### src/hdl/bsb_pkg.sv
// Package for the box screen bounds projection block: widths, constants, types.
// No dependencies.
`default_nettype none
package bsb_pkg;
  localparam int COEF_FRAC_BITS_DEF  = 16;
  localparam int COORD_FRAC_BITS_DEF = 4;
  localparam int NUM_COEF  = 12;
  localparam int CIDX_W    = 4;
  localparam int COORD_W   = 24;
  localparam int EDGE_W    = 20;
  localparam int DIM_W     = 14;
  localparam int DOT_W     = 64;
  localparam int RATIO_W   = 38;   // signed, 16 fraction bits, |r| <= 2^36
  localparam int QBITS     = 37;   // 21 integer bits + 16 fraction bits
  localparam int SCR_W     = 56;

  localparam logic CMD_LOAD = 1'b0;
  localparam logic CMD_BOX  = 1'b1;

  localparam logic [0:0] REG_WIDTH  = 1'b0;
  localparam logic [0:0] REG_HEIGHT = 1'b1;

  typedef enum logic [3:0] {
    ST_IDLE, ST_CLEAR, ST_DOT, ST_CHECK, ST_DIVX, ST_DIVY, ST_SCREEN,
    ST_NEXT, ST_OUT
  } state_e;

  // controller -> datapath
  typedef struct packed {
    logic       start;      // latch box, reset bounds, corner 0
    logic       dot_start;  // begin dot products for current corner
    logic       div_start_x;
    logic       div_start_y;
    logic       screen;     // fold screen coordinates into bounds
    logic       next_corner;
    logic       invisible;  // mark result not visible
  } dp_cmd_t;

  // datapath -> controller
  typedef struct packed {
    logic dot_done;
    logic w_low;
    logic div_done;
    logic last_corner;
  } dp_sts_t;
endpackage
`default_nettype wire

### src/hdl/bsb_ctrl.sv
// Controller state machine sequencing corners through MAC, divider and bounds.
// Depends on bsb_pkg.
`default_nettype none
module bsb_ctrl (
  input  wire               clk_i,
  input  wire               rst_ni,
  input  wire               box_req_i,
  input  wire               out_taken_i,
  input  wire bsb_pkg::dp_sts_t sts_i,
  output bsb_pkg::dp_cmd_t  cmd_o,
  output logic              idle_o,
  output logic              out_valid_o
);
  import bsb_pkg::*;
  state_e state_q, state_d;

  always_ff @(posedge clk_i or negedge rst_ni) begin
    if (!rst_ni) state_q <= ST_IDLE;
    else         state_q <= state_d;
  end

  // next state and commands
  always_comb begin
    state_d = state_q;
    cmd_o   = '0;
    unique case (state_q)
      ST_IDLE: begin
        if (box_req_i) begin
          cmd_o.start = 1'b1;
          state_d = ST_CLEAR;
        end
      end
      ST_CLEAR: begin
        cmd_o.dot_start = 1'b1;
        state_d = ST_DOT;
      end
      ST_DOT:   if (sts_i.dot_done) state_d = ST_CHECK;
      ST_CHECK: begin
        if (sts_i.w_low) begin
          cmd_o.invisible = 1'b1;
          state_d = ST_OUT;
        end else begin
          cmd_o.div_start_x = 1'b1;
          state_d = ST_DIVX;
        end
      end
      ST_DIVX: begin
        if (sts_i.div_done) begin
          cmd_o.div_start_y = 1'b1;
          state_d = ST_DIVY;
        end
      end
      ST_DIVY:   if (sts_i.div_done) state_d = ST_SCREEN;
      ST_SCREEN: begin
        cmd_o.screen = 1'b1;
        state_d = ST_NEXT;
      end
      ST_NEXT: begin
        if (sts_i.last_corner) state_d = ST_OUT;
        else begin
          cmd_o.next_corner = 1'b1;
          state_d = ST_CLEAR;
        end
      end
      ST_OUT:  if (out_taken_i) state_d = ST_IDLE;
      default: state_d = ST_IDLE;
    endcase
  end

  assign idle_o      = (state_q == ST_IDLE);
  assign out_valid_o = (state_q == ST_OUT);
endmodule
`default_nettype wire

### config.mk
export PLATFORM = sky130hd
export DESIGN_NAME = bsb_ctrl
export DESIGN_NICKNAME = d
export VERILOG_FILES = /design/src/hdl/bsb_pkg.sv /design/src/hdl/bsb_ctrl.sv
export SDC_FILE = /design/constraint.sdc
export NUM_CORES = 1
export LEC_CHECK = 0
export BUFFER_PORTS_ARGS = -buffer_cell sky130_fd_sc_hd__buf_4
export CAP_MARGIN = 0
export CORE_AREA = 3 3 40 42
export CTS_BUF_LIST = sky130_fd_sc_hd__clkbuf_8
export DETAILED_ROUTE_END_ITERATION = 12
export DIE_AREA = 0 0 43 45
export PLACE_DENSITY_LB_ADDON = 0.25
export SLEW_MARGIN = 20
export SYNTH_ARGS = -nofsm -noshare
export SYNTH_HDL_FRONTEND = slang
export SYNTH_SLANG_ARGS = --single-unit
### constraint.sdc
create_clock -name clk_i -period 1.23 [get_ports clk_i]
set_input_delay 0.123 -clock clk_i [delete_from_list [all_inputs] [get_ports clk_i]]
set_output_delay 0.123 -clock clk_i [all_outputs]
set_load 0.05 [all_outputs]
==> out/metrics.yaml, run 1 <==
status:
  status: "finished with violations"
  violations: "setup timing"
clocking:
  clock_path_buffers: 2
  cts_tree: "yes"
  numCtsBuffers: 3
  clockRootBuffer: "clkbuf_8"
  cts-htree-levels: 1
  clock_latency_ns: 0.21
  clk_pin_slew_worst_paths_ns: 0.03
  cts.sinks: 4
setup_path:
  worstSetupEndpointType: "primary output"
  worst-path-buf-inv: 2
  worstPathRequired_ns: 1.11
  crit_path_max_fanout: 4
  cp-start-kind: "flip-flop"
  cp_slowest_cell: "dfrtp_2"
  cp_data_arrival_time_ns: 1.32
  r2r_start: "state_q[2]"
  critical_path_class: "reg -> out"
  crit_path_start: "state_q[0]"
  path_cells: "buf_6 > nor4_4 > and2_4 > buf_8"
  cp_top_family: "flip-flops"
  slowest_delay_ns: 0.43
logic_synthesis:
  synthCells: 37
  synth-seq-cells: 4
  synth_top_cell_area_share: 0.293
  postSynthAreaPerCell_um2: 9.23
  yosysTopAreaCell: "dfrtp_1"
  ys_seq_area_frac: 0.293
  yosys_warnings: 0
  synth.net_count: 45
  synthTopCellsByArea: "dfrtp_1 29%, mux2i_1 8.8%, buf_6 6.6%, nor4b_1 5.1%, o32ai_2 4.8%"
  netlist_area_um2: 342
  ys_types: 23
sta:
  hold_violations: 0
  grt_setup_unrepaired: "yes"
  fmax_mhz: 693
  timing.final.crit_share: 1.17
  tightest_slew_ns: 0.239
  slew_headroom: 0.840
  setup_slack_ns: -0.214
  maxSlewViolCount: 0
  fin_crit_ns: 1.44
  skew_ns: 0.00257
  tns_ns: -1.60
  setup_viol: 11
power:
  p_leak_uw: 0.000349
  finalPower_uw: 2030
  powerDensity_nw_per_um2: 2570
  worst_ir_drop_vdd_mv: 1.21
grt:
  antenna_found_initial: 0
  first_global_vias: 466
  grt_pass1_wl_um: 1910
  grt_max_degree: 9
  grt_use_total: 0.134
  gr-total-overflow: 0
routing:
  wl_um: 1150
  ant_nets: 0
  drtIter0Drc: 0
  route.detailed.vias_per_inst: 4.78
  drc: 0
  wl_per_cell_um: 13.5
  dr_total_vias: 406
  first_pass_iters: 1
layout:
  reg.largest.list: "state_q (4)"
  num-nets-final: 80
  final_common_cell: "buf_4"
  largest_register_ff_count: 4
  drive_above_1_share: 0.757
  regMostFlops: "state_q"
  most-common-layout-cells: "20 x buf_4, 10 x buf_6"
  syn_to_final_growth_pct: 131
  antenna_cells: 0
worst_hold_path:
  holdCritPathClass: "in -> reg"
  hp-start: "out_taken_i"
placement:
  dpl_worst_slack_ns: -0.0410
  portBuffers: 16
  dp_hpwl_um: 770
  place.gp.congestion: 0.696
floorplanning:
  die_y_um: 45
  core_um2: 1280
  die_x_um: 43
  io_pins: 17
  dieArea_um2: 1940
  row_count: 13
  initial_core_util: 0.266
run:
  maxCapViolCount: 0
-- power by group --
| part | internal [µW] | total, µW | leakage (µW) | switching (µW) |
|---|---|---|---|---|
| logic | 725 | 1460 | 0.000279 | 735 |
| registers | 194 | 298 | 0.0000478 | 104 |
| clock network | 208 | 267 | 0.0000216 | 59.4 |
-- repair_timing --
| item | 4_1_cts | 5_1_grt |
|---|---|---|
| endpoints found under the setup margin | 10 | 11 |
| hold endpoints to repair | 4 | 0 |
| resized for setup | 17 | 5 |
| buffers inserted | 3 | 4 |
| hold buffers | 1 | 0 |
| cloned | 0 | 0 |
| pin swaps | 2 | 4 |
-- cell usage after synthesis (all sizes together) --
cell type,instances
nor2,3
o32ai,1
a31oi,1
a21oi,1
nor3,2
o31ai,2
nand2b,2
nor4,2
and3,1
mux2i,3
nor4b,3
inv,3
nand2,2
and2,1
dfrtp,4
o211ai,1
buf,4
nand3,1
-- cell type report --
cell class                 count  area, µm²
inverter                       3       15.0
clock buffer                   3       41.3
timing repair buffer          34        318
sequential                     4        104
fill                         113        497
multi-input combinational     26        292
tap                           15       18.8
-- routing by layer --
metal | vias to the layer above | global-route usage | routed length, µm
li1 | 200 | - | -
met2 | 13 | 0.251 | 647
met5 | - | 0 | 0
met3 | 0 | 0.0319 | 65
met1 | 193 | 0.143 | 432
met4 | 0 | 0.0542 | 0
-- through the flow --
stage	std cells	cell area, µm²	util	hold WS, ns
after floorplan	37	427	-	-0.173
after detailed placement	74	599	0.466	-0.0791
after global placement	74	599	0.466	-0.0784
after global routing	85	788	0.613	0.0930
after CTS	81	741	0.576	0.101
final	85	788	0.613	0.103
-- path summary, 6_finish.rpt --
kind / cells after the start / to / slack, ns
hold / removal: 2 / state_q[3] / 0.10
min in group asynchronous: 2 / state_q[1] / 0.24
max in group asynchronous: 2 / state_q[2] / 0.87
hold reg to reg: 2 / state_q[2] / 0.65
setup reg to reg: 5 / state_q[3] / -0.10
setup / recovery: 4 / cmd_o[6] / -0.21
-- logic make-up after synthesis --
| logic type | Yosys count | share of synthesized area |
|---|---|---|
| flip-flops | 4 | 0.293 |
| buffers and inverters | 7 | 0.143 |
| multiplexers | 3 | 0.0879 |
| AND/OR/NAND/NOR | 17 | 0.330 |
| AO/OA/AOI/OAI | 6 | 0.147 |
Power figures use the tool's default switching activity.
==> run 2: changes to the inputs <==
- ABC_AREA: default -> 1
==> run 2 against run 1 <==
- the run still ends with setup timing left
- sequential cell count unchanged
- first-iteration DRC count increased by 14
- critical path type unchanged
- sequential power increased by 2%
- utilization decreased by 0.88 points
- worst hold slack improved by 0.088 ns
- power increased by 6.7%
==> out/metrics.yaml, run 2 <==
sta:
  timing.final.crit_share: 1.11  # was 1.17
  setup_viol: 11  # unchanged
  maxSlewViolCount: 0  # unchanged
  skew_ns: 0.00593  # was 0.00257 ns
  fmax_mhz: 732  # was 693 MHz
  setup_slack_ns: -0.136  # was -0.214 ns
  tightest_slew_ns: 0.233  # was 0.239 ns
  fin_crit_ns: 1.37  # was 1.44 ns
  holdWs_ns: 0.192  # was 0.103 ns
  slew_headroom: 0.844  # was 0.840
  tns_ns: -1.13  # was -1.60 ns
  hold_violations: 0  # unchanged
  grt_setup_unrepaired: "yes"  # unchanged
placement:
  dp_hpwl_um: 717  # was 770 µm
  dpl_worst_slack_ns: 0.0411  # was -0.0410 ns
  portBuffers: 16  # unchanged
  place.gp.congestion: 0.738  # was 0.696
  dp.cells: 88  # was 74
run:
  maxCapViolCount: 0  # unchanged
logic_synthesis:
  yosysMostFrequentCell: "inv_1"  # was dfrtp_1
  ys_types: 15  # was 23
  yosysTopAreaCell: "dfrtp_1"  # unchanged
  synth.net_count: 61  # was 45
  synth_ff_type: "dfrtp_1"  # unchanged
  synth_common_cells: "12 x inv_1, 9 x nand2_1, 7 x nor2_1"  # was 4 x dfrtp_1, 3 x mux2i_1, 3 x nor2_1
  synthTopCellsByArea: "dfrtp_1 30%, inv_1 13%, nand2_1 10%, nor2_1 7.8%, nor3_1 7.4%"  # was dfrtp_1 29%, mux2i_1 8.8%, buf_6 6.6%, nor4b_1 5.1%, o32ai_2 4.8%
  yosys_warnings: 0  # unchanged
  synth-seq-cells: 4  # unchanged
  netlist_area_um2: 337  # was 342 µm²
  synth-edff-count: 0  # unchanged
  ys_seq_area_frac: 0.297  # was 0.293
  async_flop_share: 1.00  # unchanged
  synth_top_cell_area_share: 0.297  # was 0.293
  synthCells: 53  # was 37
  postSynthAreaPerCell_um2: 6.35  # was 9.23 µm²
floorplanning:
  dieArea_um2: 1940  # unchanged
  core_um2: 1280  # unchanged
  die_x_um: 43  # unchanged
  die_y_um: 45  # unchanged
  row_count: 13  # unchanged
  initial_core_util: 0.262  # was 0.266
  io_pins: 17  # unchanged
setup_path:
  worstSetupEndpointType: "primary output"  # unchanged
  critical_path_class: "reg -> out"  # unchanged
  crit_path_max_fanout: 4  # unchanged
  worst-path-buf-inv: 2  # unchanged
  worstPathRequired_ns: 1.11  # about the same
  cp_data_arrival_time_ns: 1.24  # was 1.32 ns
  slowest_delay_ns: 0.43  # about the same
  cp_slowest_cell: "dfrtp_2"  # unchanged
  cp-start-kind: "flip-flop"  # unchanged
  path_cells: "nor2_4 > inv_4 > nor3_4 > buf_6"  # was buf_6 > nor4_4 > and2_4 > buf_8
  cp_top_family: "flip-flops"  # unchanged
routing:
  drc: 0  # unchanged
  dr_wl_met2_um: 593  # was 647 µm
  route.detailed.vias_per_inst: 4.48  # was 4.78
  dr_wl_met3_um: 75  # was 65 µm
  wl_um: 1180  # was 1150 µm
  ant_nets: 0  # unchanged
  dr_total_vias: 448  # was 406
  wl_met1_um: 465  # was 432 µm
  wl_per_cell_um: 11.8  # was 13.5 µm
  first_pass_iters: 4  # was 1
  routed.top_layer: "met4"  # was met3
  drtIter0Drc: 14  # was 0
grt:
  grt_pass1_wl_um: 1840  # was 1910 µm
  grt_use_total: 0.131  # was 0.134
  grt_max_degree: 5  # was 9
  antenna_found_initial: 0  # unchanged
  first_global_vias: 459  # was 466
  gr-total-overflow: 0  # unchanged
clocking:
  clk_pin_slew_worst_paths_ns: 0.03  # about the same
  clockRootBuffer: "clkbuf_8"  # unchanged
  clock_path_buffers: 2  # unchanged
  cts-htree-levels: 1  # unchanged
  clock_latency_ns: 0.22  # was 0.21 ns
  cts_tree: "yes"  # unchanged
  cts.sinks: 4  # unchanged
  numCtsBuffers: 3  # unchanged
layout:
  syn_to_final_growth_pct: 131  # about the same
  antenna_cells: 0  # unchanged
  regMostFlops: "state_q"  # unchanged
  most-common-layout-cells: "16 x buf_4, 9 x buf_6, 7 x inv_1, 7 x nand2_1, 6 x inv_2"  # was 20 x buf_4, 10 x buf_6
  drive_above_1_share: 0.706  # was 0.757
  fin_util: 0.605  # was 0.613
  stdcell_count: 100  # was 85
  largest_register_ff_count: 4  # unchanged
  nFillCells: 119  # was 113
  reg.largest.list: "state_q (4)"  # unchanged
  num-nets-final: 94  # was 80
  final_common_cell: "buf_4"  # unchanged
status:
  status: "finished with violations"  # unchanged
  violations: "setup timing"  # unchanged
worst_hold_path:
  holdCritPathClass: "in -> reg"  # unchanged
power:
  p_leak_uw: 0.000389  # was 0.000349 µW
  powerDensity_nw_per_um2: 2780  # was 2570 nW/µm²
  worst_ir_drop_vdd_mv: 1.16  # was 1.21 mV
-- run 2: path summary, 6_finish.rpt --
path | from | end | slack (ns) | depth (start not counted)
min in group asynchronous | rst_ni | state_q[2] | 0.24 | 2
max | state_q[1] | cmd_o[6] | -0.14 | 4
min reg2reg | state_q[0] | state_q[0] | 0.64 | 2
max in group asynchronous | rst_ni | state_q[0] | 0.87 | 2
max reg2reg | state_q[1] | state_q[1] | -0.09 | 8
min | sts_i[0] | state_q[3] | 0.19 | 3
-- run 2: cells by family after synthesis --
group           Yosys count  share of synthesized area
buf+inv                  14                      0.156
compound gates            3                     0.0632
flops                     4                      0.297
simple gates             32                      0.483
-- run 2: metal layers --
layer	vias up	GRT usage
li1	228	-
met1	194	0.146
met2	18	0.201
met3	8	0.0478
met4	0	0.108
met5	-	0
-- run 2: worst min-delay path: stages --
cell and delay [ns]:
buf_4 0.08, nand3_1 0.08, o211ai_1 0.08
-- run 2: power breakdown --
part | internal, µW | leakage [µW] | switching [µW] | total, µW
combinational | 619 | 0.000317 | 953 | 1570
clock | 213 | 0.0000269 | 72.8 | 286
sequential | 204 | 0.0000456 | 98.7 | 303
-- run 2: metrics by stage --
stage	total power [µW]	cell area, µm²
global route	2300	777
floorplan	1170	418
finish	2160	777
detailed placement	1500	587
CTS	2020	736
global placement	1510	587
-- run 2: cell type report --
| cell class | count | area, µm² | share of cell area |
|---|---|---|---|
| flip-flops and latches | 4 | 105 | 0.135 |
| multi-input cells | 35 | 289 | 0.372 |
| inverters | 14 | 57.6 | 0.0741 |
| well taps | 15 | 18.8 | 0.0242 |
| repair buffers | 28 | 262 | 0.337 |
| clock inverters | 1 | 3.75 | 0.00483 |
| clock buffers | 3 | 41.3 | 0.0531 |
-- run 2: repair_timing --
item / CTS / global route
hold buffers: 1 / 0
setup buffers: 6 / 2
endpoints found under the setup margin: 9 / 11
pin swaps: 5 / 5
resized for setup: 17 / 7
hold endpoints to repair: 4 / 0
